[src/rtl/cstw_pkg.sv]
// Shared types, codes and helpers for the counting semaphore block.
// No dependencies; used by every module under rtl.
package cstw_pkg;

    localparam int DEF_QUEUE_DEPTH    = 16;
    localparam int DEF_THREAD_ID_BITS = 8;
    localparam int AMOUNT_W           = 16;
    localparam int COUNT_W            = 17;
    localparam int INIT_W             = 15;
    localparam int TIME_W             = 15;
    localparam int KIND_W             = 3;

    localparam logic [1:0] MODE_WAIT   = 2'd0;
    localparam logic [1:0] MODE_SIGNAL = 2'd1;
    localparam logic [1:0] MODE_TICK   = 2'd2;
    localparam logic [1:0] MODE_UNUSED = 2'd3;

    localparam logic [KIND_W-1:0] EV_GRANTED    = 3'd0;
    localparam logic [KIND_W-1:0] EV_BLOCKED    = 3'd1;
    localparam logic [KIND_W-1:0] EV_WOKE_SIG   = 3'd2;
    localparam logic [KIND_W-1:0] EV_WOKE_TIME  = 3'd3;
    localparam logic [KIND_W-1:0] EV_SIG_DONE   = 3'd4;
    localparam logic [KIND_W-1:0] EV_QUEUE_FULL = 3'd5;
    localparam logic [KIND_W-1:0] EV_TICK_DONE  = 3'd6;

    typedef enum logic [2:0] {
        CMD_WAIT,
        CMD_SIG_NEG,
        CMD_SIG_ONE,
        CMD_SIG_MULTI,
        CMD_TICK
    } cmd_kind_t;

    typedef struct packed {
        cmd_kind_t                    kind;
        logic [15:0]                  thread;
        logic signed [AMOUNT_W-1:0]   amount;
    } cmd_t;

    function automatic logic signed [COUNT_W-1:0] sat_count(
        input logic signed [COUNT_W:0] v
    );
        logic signed [COUNT_W:0] hi;
        logic signed [COUNT_W:0] lo;
        hi = (COUNT_W+1)'(65535);
        lo = -(COUNT_W+1)'(65536);
        if (v > hi) begin
            return hi[COUNT_W-1:0];
        end else if (v < lo) begin
            return lo[COUNT_W-1:0];
        end
        return v[COUNT_W-1:0];
    endfunction

endpackage

[src/rtl/cstw_front.sv]
// Front end: accepts input transactions, classifies them into commands.
// Depends on cstw_pkg.
module cstw_front import cstw_pkg::*; #(
    parameter int THREAD_ID_BITS = DEF_THREAD_ID_BITS
) (
    input  logic                       s_valid,
    output logic                       s_ready,
    input  logic [1:0]                 s_mode,
    input  logic [THREAD_ID_BITS-1:0]  s_thread_id,
    input  logic signed [AMOUNT_W-1:0] s_amount,
    input  logic                       q_ready,
    output logic                       q_push,
    output cmd_t                       q_cmd
);

    assign s_ready = q_ready;
    // Drop the unused mode: it never reaches the queue.
    assign q_push  = s_valid && q_ready && (s_mode != MODE_UNUSED);

    always_comb begin
        q_cmd        = '0;
        q_cmd.thread = 16'(s_thread_id);
        q_cmd.amount = s_amount;
        unique case (s_mode)
            MODE_WAIT:   q_cmd.kind = CMD_WAIT;
            MODE_SIGNAL: begin
                if (s_amount < 0) begin
                    q_cmd.kind = CMD_SIG_NEG;
                end else if (s_amount <= 16'sd1) begin
                    q_cmd.kind = CMD_SIG_ONE;
                end else begin
                    q_cmd.kind = CMD_SIG_MULTI;
                end
            end
            MODE_TICK:   q_cmd.kind = CMD_TICK;
            default:     q_cmd.kind = CMD_TICK;
        endcase
    end

endmodule

[src/rtl/cstw_cmd_fifo.sv]
// Two-entry command queue between front end and back end.
// Depends on cstw_pkg.
module cstw_cmd_fifo import cstw_pkg::*; (
    input  logic aclk,
    input  logic aresetn,
    input  logic push,
    input  cmd_t push_cmd,
    output logic push_ready,
    input  logic pop,
    output logic pop_valid,
    output cmd_t pop_cmd
);

    cmd_t       mem_reg [2];
    logic       wr_ptr_reg, rd_ptr_reg;
    logic [1:0] fill_reg;

    assign push_ready = (fill_reg != 2'd2);
    assign pop_valid  = (fill_reg != 2'd0);
    assign pop_cmd    = mem_reg[rd_ptr_reg];

    always_ff @(posedge aclk) begin
        if (push) begin
            mem_reg[wr_ptr_reg] <= push_cmd;
        end
        if (!aresetn) begin
            wr_ptr_reg <= 1'b0;
            rd_ptr_reg <= 1'b0;
            fill_reg   <= 2'd0;
        end else begin
            if (push) wr_ptr_reg <= ~wr_ptr_reg;
            if (pop)  rd_ptr_reg <= ~rd_ptr_reg;
            fill_reg <= fill_reg + 2'(push) - 2'(pop);
        end
    end

endmodule

[src/rtl/cstw_back.sv]
// Back end: semaphore count, waiter queue cells and the result register.
// Depends on cstw_pkg.
module cstw_back import cstw_pkg::*; #(
    parameter int QUEUE_DEPTH    = DEF_QUEUE_DEPTH,
    parameter int THREAD_ID_BITS = DEF_THREAD_ID_BITS
) (
    input  logic                       aclk,
    input  logic                       aresetn,
    input  logic                       cfg_we,
    input  logic [INIT_W-1:0]          cfg_data,
    input  logic                       cmd_valid,
    input  cmd_t                       cmd,
    output logic                       cmd_pop,
    output logic                       m_valid,
    input  logic                       m_ready,
    output logic [KIND_W-1:0]          m_event_kind,
    output logic [THREAD_ID_BITS-1:0]  m_woken_thread,
    output logic signed [AMOUNT_W-1:0] m_result_value,
    output logic                       m_last
);

    localparam int CNT_W = $clog2(QUEUE_DEPTH + 1);

    typedef enum logic [3:0] {
        ST_IDLE     = 4'b0001,
        ST_SIG_DONE = 4'b0010,
        ST_SIG_WALK = 4'b0100,
        ST_TICK     = 4'b1000
    } state_t;

    state_t                     state_reg, state_next;
    logic signed [COUNT_W-1:0]  count_reg, count_next;
    logic [CNT_W-1:0]           total_reg, total_next;
    logic [CNT_W-1:0]           woke_reg, woke_next;
    logic [CNT_W-1:0]           rem_reg, rem_next;
    logic [TIME_W-1:0]          amt_reg, amt_next;

    logic [THREAD_ID_BITS-1:0]  thr_reg   [QUEUE_DEPTH];
    logic [TIME_W-1:0]          tim_reg   [QUEUE_DEPTH];
    logic                       timed_reg [QUEUE_DEPTH];
    logic [THREAD_ID_BITS-1:0]  thr_next  [QUEUE_DEPTH];
    logic [TIME_W-1:0]          tim_next  [QUEUE_DEPTH];
    logic                       timed_next[QUEUE_DEPTH];

    logic                       do_append, do_drop, do_rotate;
    logic                       emit, ev_last;
    logic [KIND_W-1:0]          ev_kind;
    logic [THREAD_ID_BITS-1:0]  ev_thr;
    logic signed [AMOUNT_W-1:0] ev_val;
    logic                       out_free;
    logic signed [COUNT_W-1:0]  count_inc;
    logic [TIME_W-1:0]          head_tim;

    assign out_free  = !m_valid || m_ready;
    assign count_inc = sat_count({count_reg[COUNT_W-1], count_reg} + 18'sd1);
    assign head_tim  = timed_reg[0] ? tim_reg[0] - TIME_W'(1) : tim_reg[0];

    always_comb begin
        state_next = state_reg;
        count_next = count_reg;
        total_next = total_reg;
        woke_next  = woke_reg;
        rem_next   = rem_reg;
        amt_next   = amt_reg;
        cmd_pop    = 1'b0;
        do_append  = 1'b0;
        do_drop    = 1'b0;
        do_rotate  = 1'b0;
        emit       = 1'b0;
        ev_kind    = EV_GRANTED;
        ev_thr     = '0;
        ev_val     = '0;
        ev_last    = 1'b0;
        unique case (state_reg)
            ST_IDLE: begin
                if (cmd_valid && out_free) begin
                    cmd_pop = 1'b1;
                    unique case (cmd.kind)
                        CMD_WAIT: begin
                            emit    = 1'b1;
                            ev_last = 1'b1;
                            ev_thr  = cmd.thread[THREAD_ID_BITS-1:0];
                            if (count_reg <= 0) begin
                                if (total_reg == CNT_W'(QUEUE_DEPTH)) begin
                                    ev_kind = EV_QUEUE_FULL;
                                end else begin
                                    do_append  = 1'b1;
                                    total_next = total_reg + CNT_W'(1);
                                    count_next = sat_count(
                                        {count_reg[COUNT_W-1], count_reg} - 18'sd1);
                                    ev_kind    = EV_BLOCKED;
                                end
                            end else begin
                                count_next = count_reg - 17'sd1;
                                ev_kind    = EV_GRANTED;
                            end
                        end
                        CMD_SIG_NEG: begin
                            emit    = 1'b1;
                            ev_last = 1'b1;
                            ev_kind = EV_SIG_DONE;
                            ev_val  = cmd.amount;
                        end
                        CMD_SIG_ONE: begin
                            count_next = count_inc;
                            emit       = 1'b1;
                            if (count_inc <= 0 && total_reg != '0) begin
                                ev_kind    = EV_WOKE_SIG;
                                ev_thr     = thr_reg[0];
                                do_drop    = 1'b1;
                                total_next = total_reg - CNT_W'(1);
                                state_next = ST_SIG_DONE;
                            end else begin
                                ev_kind = EV_SIG_DONE;
                                ev_val  = 16'sd1;
                                ev_last = 1'b1;
                            end
                        end
                        CMD_SIG_MULTI: begin
                            count_next = sat_count({count_reg[COUNT_W-1], count_reg}
                                                   + 18'(cmd.amount));
                            amt_next   = cmd.amount[TIME_W-1:0];
                            woke_next  = '0;
                            state_next = ST_SIG_WALK;
                        end
                        CMD_TICK: begin
                            rem_next   = total_reg;
                            state_next = ST_TICK;
                        end
                        default: ;
                    endcase
                end
            end
            ST_SIG_DONE: begin
                if (out_free) begin
                    emit       = 1'b1;
                    ev_kind    = EV_SIG_DONE;
                    ev_val     = 16'sd1;
                    ev_last    = 1'b1;
                    state_next = ST_IDLE;
                end
            end
            ST_SIG_WALK: begin
                if (out_free) begin
                    emit = 1'b1;
                    if (TIME_W'(woke_reg) < amt_reg && total_reg != '0) begin
                        ev_kind    = EV_WOKE_SIG;
                        ev_thr     = thr_reg[0];
                        do_drop    = 1'b1;
                        total_next = total_reg - CNT_W'(1);
                        woke_next  = woke_reg + CNT_W'(1);
                    end else begin
                        ev_kind    = EV_SIG_DONE;
                        ev_val     = AMOUNT_W'(woke_reg);
                        ev_last    = 1'b1;
                        state_next = ST_IDLE;
                    end
                end
            end
            ST_TICK: begin
                if (rem_reg == '0) begin
                    if (out_free) begin
                        emit       = 1'b1;
                        ev_kind    = EV_TICK_DONE;
                        ev_last    = 1'b1;
                        state_next = ST_IDLE;
                    end
                end else if (timed_reg[0] && tim_reg[0] <= TIME_W'(1)) begin
                    if (out_free) begin
                        emit       = 1'b1;
                        ev_kind    = EV_WOKE_TIME;
                        ev_thr     = thr_reg[0];
                        do_drop    = 1'b1;
                        total_next = total_reg - CNT_W'(1);
                        count_next = count_inc;
                        rem_next   = rem_reg - CNT_W'(1);
                    end
                end else begin
                    do_rotate = 1'b1;
                    rem_next  = rem_reg - CNT_W'(1);
                end
            end
            default: state_next = ST_IDLE;
        endcase
        if (cfg_we) begin
            count_next = COUNT_W'(cfg_data);
            total_next = '0;
        end
    end

    always_comb begin
        for (int i = 0; i < QUEUE_DEPTH; i++) begin
            thr_next[i]   = thr_reg[i];
            tim_next[i]   = tim_reg[i];
            timed_next[i] = timed_reg[i];
            if (do_drop || (do_rotate && CNT_W'(i) < total_reg - CNT_W'(1))) begin
                if (i < QUEUE_DEPTH - 1) begin
                    thr_next[i]   = thr_reg[(i + 1) % QUEUE_DEPTH];
                    tim_next[i]   = tim_reg[(i + 1) % QUEUE_DEPTH];
                    timed_next[i] = timed_reg[(i + 1) % QUEUE_DEPTH];
                end
            end else if (do_rotate && CNT_W'(i) == total_reg - CNT_W'(1)) begin
                thr_next[i]   = thr_reg[0];
                tim_next[i]   = head_tim;
                timed_next[i] = timed_reg[0];
            end
            if (do_append && CNT_W'(i) == total_reg) begin
                thr_next[i]   = cmd.thread[THREAD_ID_BITS-1:0];
                timed_next[i] = cmd.amount > 0;
                tim_next[i]   = (cmd.amount > 0) ? cmd.amount[TIME_W-1:0] : '0;
            end
        end
    end

    always_ff @(posedge aclk) begin
        for (int i = 0; i < QUEUE_DEPTH; i++) begin
            thr_reg[i]   <= thr_next[i];
            tim_reg[i]   <= tim_next[i];
            timed_reg[i] <= timed_next[i];
        end
        woke_reg <= woke_next;
        rem_reg  <= rem_next;
        amt_reg  <= amt_next;
        if (emit) begin
            m_event_kind   <= ev_kind;
            m_woken_thread <= ev_thr;
            m_result_value <= ev_val;
            m_last         <= ev_last;
        end
        if (!aresetn) begin
            state_reg <= ST_IDLE;
            count_reg <= '0;
            total_reg <= '0;
            m_valid   <= 1'b0;
        end else begin
            state_reg <= state_next;
            count_reg <= count_next;
            total_reg <= total_next;
            if (emit) begin
                m_valid <= 1'b1;
            end else if (m_ready) begin
                m_valid <= 1'b0;
            end
        end
    end

endmodule

[src/rtl/counting_semaphore_timed_waits.sv]
// Top level of the counting semaphore with timed waits.
// Depends on cstw_pkg, cstw_front, cstw_cmd_fifo and cstw_back.
//
// One counting semaphore with a FIFO of up to QUEUE_DEPTH waiting threads.
// A wait, signal or tick transaction enters the front end, which classifies
// it and drops mode 3; a two-entry command queue decouples it from the back
// end, which holds the count and the waiter cells and produces at most one
// result transaction per cycle into an output register, when that is free.
// A wait gives one result and a single signal one or two. A multi-signal
// first loads, then gives one result per woken waiter and a signal-done
// result; a tick first loads, then walks every queued waiter and ends with
// a tick-done result. The back end takes no new command until the current
// one is done. The walk rotates the waiter cells through the head, which is
// the only cell ever read. A cfg_we write of cfg_data loads the count and
// empties the queue; write it only while the block is idle.
module counting_semaphore_timed_waits import cstw_pkg::*; #(
    parameter int QUEUE_DEPTH    = DEF_QUEUE_DEPTH,
    parameter int THREAD_ID_BITS = DEF_THREAD_ID_BITS
) (
    input  logic                       aclk,
    input  logic                       aresetn,
    input  logic                       cfg_we,
    input  logic [INIT_W-1:0]          cfg_data,
    input  logic                       s_valid,
    output logic                       s_ready,
    input  logic [1:0]                 s_mode,
    input  logic [THREAD_ID_BITS-1:0]  s_thread_id,
    input  logic signed [AMOUNT_W-1:0] s_amount,
    output logic                       m_valid,
    input  logic                       m_ready,
    output logic [KIND_W-1:0]          m_event_kind,
    output logic [THREAD_ID_BITS-1:0]  m_woken_thread,
    output logic signed [AMOUNT_W-1:0] m_result_value,
    output logic                       m_last
);

    logic q_ready, q_push, q_pop, q_valid;
    cmd_t q_cmd, q_head;

    // Classify and push commands.
    cstw_front #(.THREAD_ID_BITS(THREAD_ID_BITS)) u_front (
        .s_valid    (s_valid),
        .s_ready    (s_ready),
        .s_mode     (s_mode),
        .s_thread_id(s_thread_id),
        .s_amount   (s_amount),
        .q_ready    (q_ready),
        .q_push     (q_push),
        .q_cmd      (q_cmd)
    );

    // Hold commands while the back end walks the queue.
    cstw_cmd_fifo u_fifo (
        .aclk      (aclk),
        .aresetn   (aresetn),
        .push      (q_push),
        .push_cmd  (q_cmd),
        .push_ready(q_ready),
        .pop       (q_pop),
        .pop_valid (q_valid),
        .pop_cmd   (q_head)
    );

    // Execute commands and drive result transactions.
    cstw_back #(
        .QUEUE_DEPTH   (QUEUE_DEPTH),
        .THREAD_ID_BITS(THREAD_ID_BITS)
    ) u_back (
        .aclk          (aclk),
        .aresetn       (aresetn),
        .cfg_we        (cfg_we),
        .cfg_data      (cfg_data),
        .cmd_valid     (q_valid),
        .cmd           (q_head),
        .cmd_pop       (q_pop),
        .m_valid       (m_valid),
        .m_ready       (m_ready),
        .m_event_kind  (m_event_kind),
        .m_woken_thread(m_woken_thread),
        .m_result_value(m_result_value),
        .m_last        (m_last)
    );

endmodule
[config.mk]
export PLATFORM = sky130hd
export DESIGN_NAME = counting_semaphore_timed_waits
export DESIGN_NICKNAME = d
export VERILOG_FILES = /design/src/rtl/cstw_pkg.sv /design/src/rtl/cstw_front.sv /design/src/rtl/cstw_cmd_fifo.sv /design/src/rtl/cstw_back.sv /design/src/rtl/counting_semaphore_timed_waits.sv
export SDC_FILE = /design/constraint.sdc
export NUM_CORES = 1
export LEC_CHECK = 0
export BUFFER_PORTS_ARGS = -buffer_cell sky130_fd_sc_hd__buf_4
export CAP_MARGIN = 20
export CORE_MARGIN = 1.5
export CORE_UTILIZATION = 60
export DETAILED_ROUTE_END_ITERATION = 10
export GPL_TIMING_DRIVEN = 0
export PLACE_DENSITY = 0.76
export SYNTH_ARGS = -nofsm -noshare
export SYNTH_HDL_FRONTEND = slang
export SYNTH_SLANG_ARGS = --single-unit
[constraint.sdc]
create_clock -name aclk -period 7.85 [get_ports aclk]
set_input_delay 1.57 -clock aclk [delete_from_list [all_inputs] [get_ports aclk]]
set_output_delay 1.57 -clock aclk [all_outputs]
set_load 0.02 [all_outputs]
==> run summary <==
Outcome - finished, final reports clean
Least-Margin Pin Slew - 1050 ps
Max layer used - met4
Critical path type - reg -> reg
DRT antenna net count - 0
Clock-pin transition on the worst setup and hold timing paths - 60 ps
Cell Rows - 80
Synth Area in Compound Gates - 12.9%
Syn-to-layout area delta - 11.7%
Post-Synthesis Cells - 2681
Worst setup path endpoint - u_back.count_reg[9]
YS warnings - 0
Die area - 49300 um2
Slew Limit Headroom - 27.9%
Number of remaining DRC errors - 0
Clock power frac - 32.2%
Peak VDD IR - 0.000260 V
First-pass DRT Iterations - 8
Die Width - 222 um
Ys async rst share - 0%
Post-cts resize count - 0
Post-synth EDFFs - 491
CTS tree - done
Core Util, Final - 67.5%
CP max FO - 10
Count of different cell masters after synthesis - 87
Met1 wire length - 35800 um
Wire per inst - 24.2 um
Comb pwr share - 24.9%
DRT Wirelength - 84600 um
CP startpoint kind - flip-flop
Syn Std Cell Area - 28800 um2
Storage cell area - 15400 um2
Total GRT Usage - 33.6%
Largest family of logic cells by synthesized area - simple AND/OR/NAND/NOR gates
CTS Buf Count - 55
XOR/XNOR Fraction of Synth Area - 1.80%
Max H-tree Level - 2
DR WL met3 - 8110 um
Max Cap Violations - 0
PD cells - 241 nW/um2
Arr. time, crit path - 6030 ps
Post-synthesis simple-gate area fraction - 13.8%
Final RePlAce weighted congestion - 1.01
RSZ-0062 raised after global routing - no
Design internal power - 5.23 mW
Starting Density - 60.5%
Sw Share - 32.4%
Setup slack, reg-to-reg - 2360 ps
CTS Buffer Depth - 3
CP Capture Type - flip-flop
Synth Area in Adders - 1.68%
Post-synth top flop - edfxtp_1
Final Hold Vio Count - 0
Setup TNS Final - 0 ps
Yosys top cell area share - 51.3%
Via-per-instance ratio - 6.61
First-pass GRT wire length - 128000 um
Port-buffer cells - 74
Top-level I/O count - 76
Ant. Diodes - 0
Proportion of synthesized area in mux cells - 12.3%
Multi-input logic area - 12200 um2
Detailed Place HPWL - 63400 um
Antenna violations before repair - 1
CTS Sinks - 523
NetSw - 2.50 mW
Share of cells above drive strength 1 - 10.2%
Vias in the first global route - 21.9k
Post-synthesis net count - 2765
Lkg Pwr - 11.7 nW
Synthesized area per cell - 10.7 um2
Sequential Power Share - 42.9%
Core ar. - 47500 um2
Setup-failing EPs final - 0
Hold_buf cts - 0
Cell taking the most area after synthesis - edfxtp_1
Die height - 222 um
Root Buffer - clkbuf_16
Global route total overflow - 0
Largest net degree at the start of global routing - 28
Seq cells post-synth - 523
Starting DRT DRC Count - 3248
Hold/Removal Path Class - reg -> reg
Fill cell count - 3594
Clock latency on the worst-skew pair - 620 ps
Synth area leaders - edfxtp_1, mux2i_1, nand2_1, o221ai_1, a21oi_1
FF-to-FF path depth - 15
Seq/Total Area, Yosys - 53.5%
Reg2reg end - u_back.count_reg[9]
Met2 wire len - 37700 um
Via count - 23.1k
Max Clock Freq - 182 MHz
Max FFs per register - 240
Clock skew - 29.8 ps
Postcts setup bufs - 0
Final nets - 2921
Post-layout minimum cycle time - 5490 ps
Max Slew Vio Count - 0
Final Cycle Share - 70.0%
Critical Path RT - 8390 ps
through the flow:
step	instances	area [um2]	hold WS, ps	power, mW	worst slack (ps)
final	3495	32100	523	7.73	2360
after global routing	3495	32100	549	7.97	1890
after CTS	3485	32000	520	7.68	2520
after detailed placement	3385	30300	505	5.23	2070
after global placement	3370	30100	484	5.17	1140
after floorplan	2681	28800	472	4.58	2860
final cells by class:
cell class | instances | share of cell area, %
Sequential cell | 523 | 47.9
Timing Repair Buffer | 99 | 2.79
Inverter | 50 | 0.584
Clock buffer | 71 | 4.47
Buffer | 229 | 3.03
Tap cell | 615 | 2.40
Multi-Input combinational cell | 1879 | 38.1
Clock inverter | 29 | 0.709
power groups by stage:
stage                     clock network [mW]  registers [mW]  logic (mW)
after floorplan                            0            3.39        1.19
after detailed placement                   0            3.37        1.86
after CTS                               2.49            3.31        1.87
final                                   2.49            3.31        1.92
after global routing                    2.59            3.33        2.05
after global placement                     0            3.37        1.80
worst min path at each step:
stage,start,endpoint,cells after the start
after floorplan,u_fifo.rd_ptr_reg,flip-flop,2
after global placement,u_fifo.rd_ptr_reg,u_fifo.rd_ptr_reg,2
after detailed placement,u_back.thr_reg[0][14],u_back.thr_reg[0][6],2
after CTS,u_back.tim_reg[1][94],u_back.tim_reg[1][79],2
after global routing,u_back.thr_reg[0][13],u_back.thr_reg[0][5],2
final,u_back.thr_reg[0][10],u_back.thr_reg[0][2],2
worst max-delay path: stages (launching register included):
cell and delay [ps]:
dfxtp_1 310, clkbuf_1 240, buf_2 340, mux2i_1 900, inv_1 310, ha_1 380
clkbuf_1 270, nand2_1 80, o21ai_0 430, nor3_1 100, a21oi_1 460, nor3b_1 150
a211oi_1 570, clkbuf_1 440, nand3_1 230, a31oi_1 220
placed cells by master (no fill, tap or decap), drive strengths merged, types with 6 or more instances in the layout:
cell,Yosys,routed
a21o,11,11
a21oi,210,210
a22o,9,9
a31oi,20,20
and3,12,12
buf,71,168
clkbuf,158,231
clkinv,0,23
dfxtp,32,32
edfxtp,491,491
ha,37,37
inv,50,52
mux2,21,21
mux2i,331,331
nand2,376,376
nand2b,34,34
nand3,54,54
nand3b,12,12
nand4,10,10
nor2,255,255
nor2b,9,9
nor3,40,40
nor3b,6,6
nor4,19,19
o211ai,8,8
o21a,8,8
o21ai,72,72
o221ai,126,126
o311ai,15,15
o31ai,6,6
or2,11,11
or3,9,9
or4,9,9
xnor2,40,40
xor2,19,19
synthesized netlist by cell type, types with 5 or more instances:
master      n
buf_4       6
inv_1      50
a211oi_1    5
nand2b_1   33
clkbuf_1  158
or3_1       8
buf_2      60
nand2_1   376
dfxtp_1    32
o31ai_1     6
mux2_2     21
nor3b_1     6
o21a_1      8
nand4_1    10
and3_1     12
xor2_1     19
o21ai_0    69
a21oi_1   210
o311ai_0   15
and2_1      5
a21o_1     11
nor3_1     40
nand3b_1   12
or4_1       8
xnor2_1    40
ha_1       37
nor2b_1     9
nor4_1     18
nand3_1    45
edfxtp_1  491
o221ai_1  126
nand3_2     9
o211ai_1    8
or2_2      10
a22o_1      9
nor2_1    253
and4_1      5
a31oi_1    20
mux2i_1   331
cells by family (layout without fill, tap and decap cells):
kind of cell	count (synthesis)	in the layout
AND/OR/NAND/NOR	878	878
multiplexers	352	352
buffers and inverters	279	478
XOR/XNOR	59	59
adder cells (fa/ha/maj)	38	38
flip-flops	523	523
AO/OA/AOI/OAI	552	552
per-layer routing:
metal | vias up | track usage [%]
met2 | 1275 | 51.1
met4 | 0 | 11.7
li1 | 10300 | -
met1 | 11300 | 48.6
met3 | 189 | 6.40
met5 | - | 0
(Power assumes the default switching activity.)
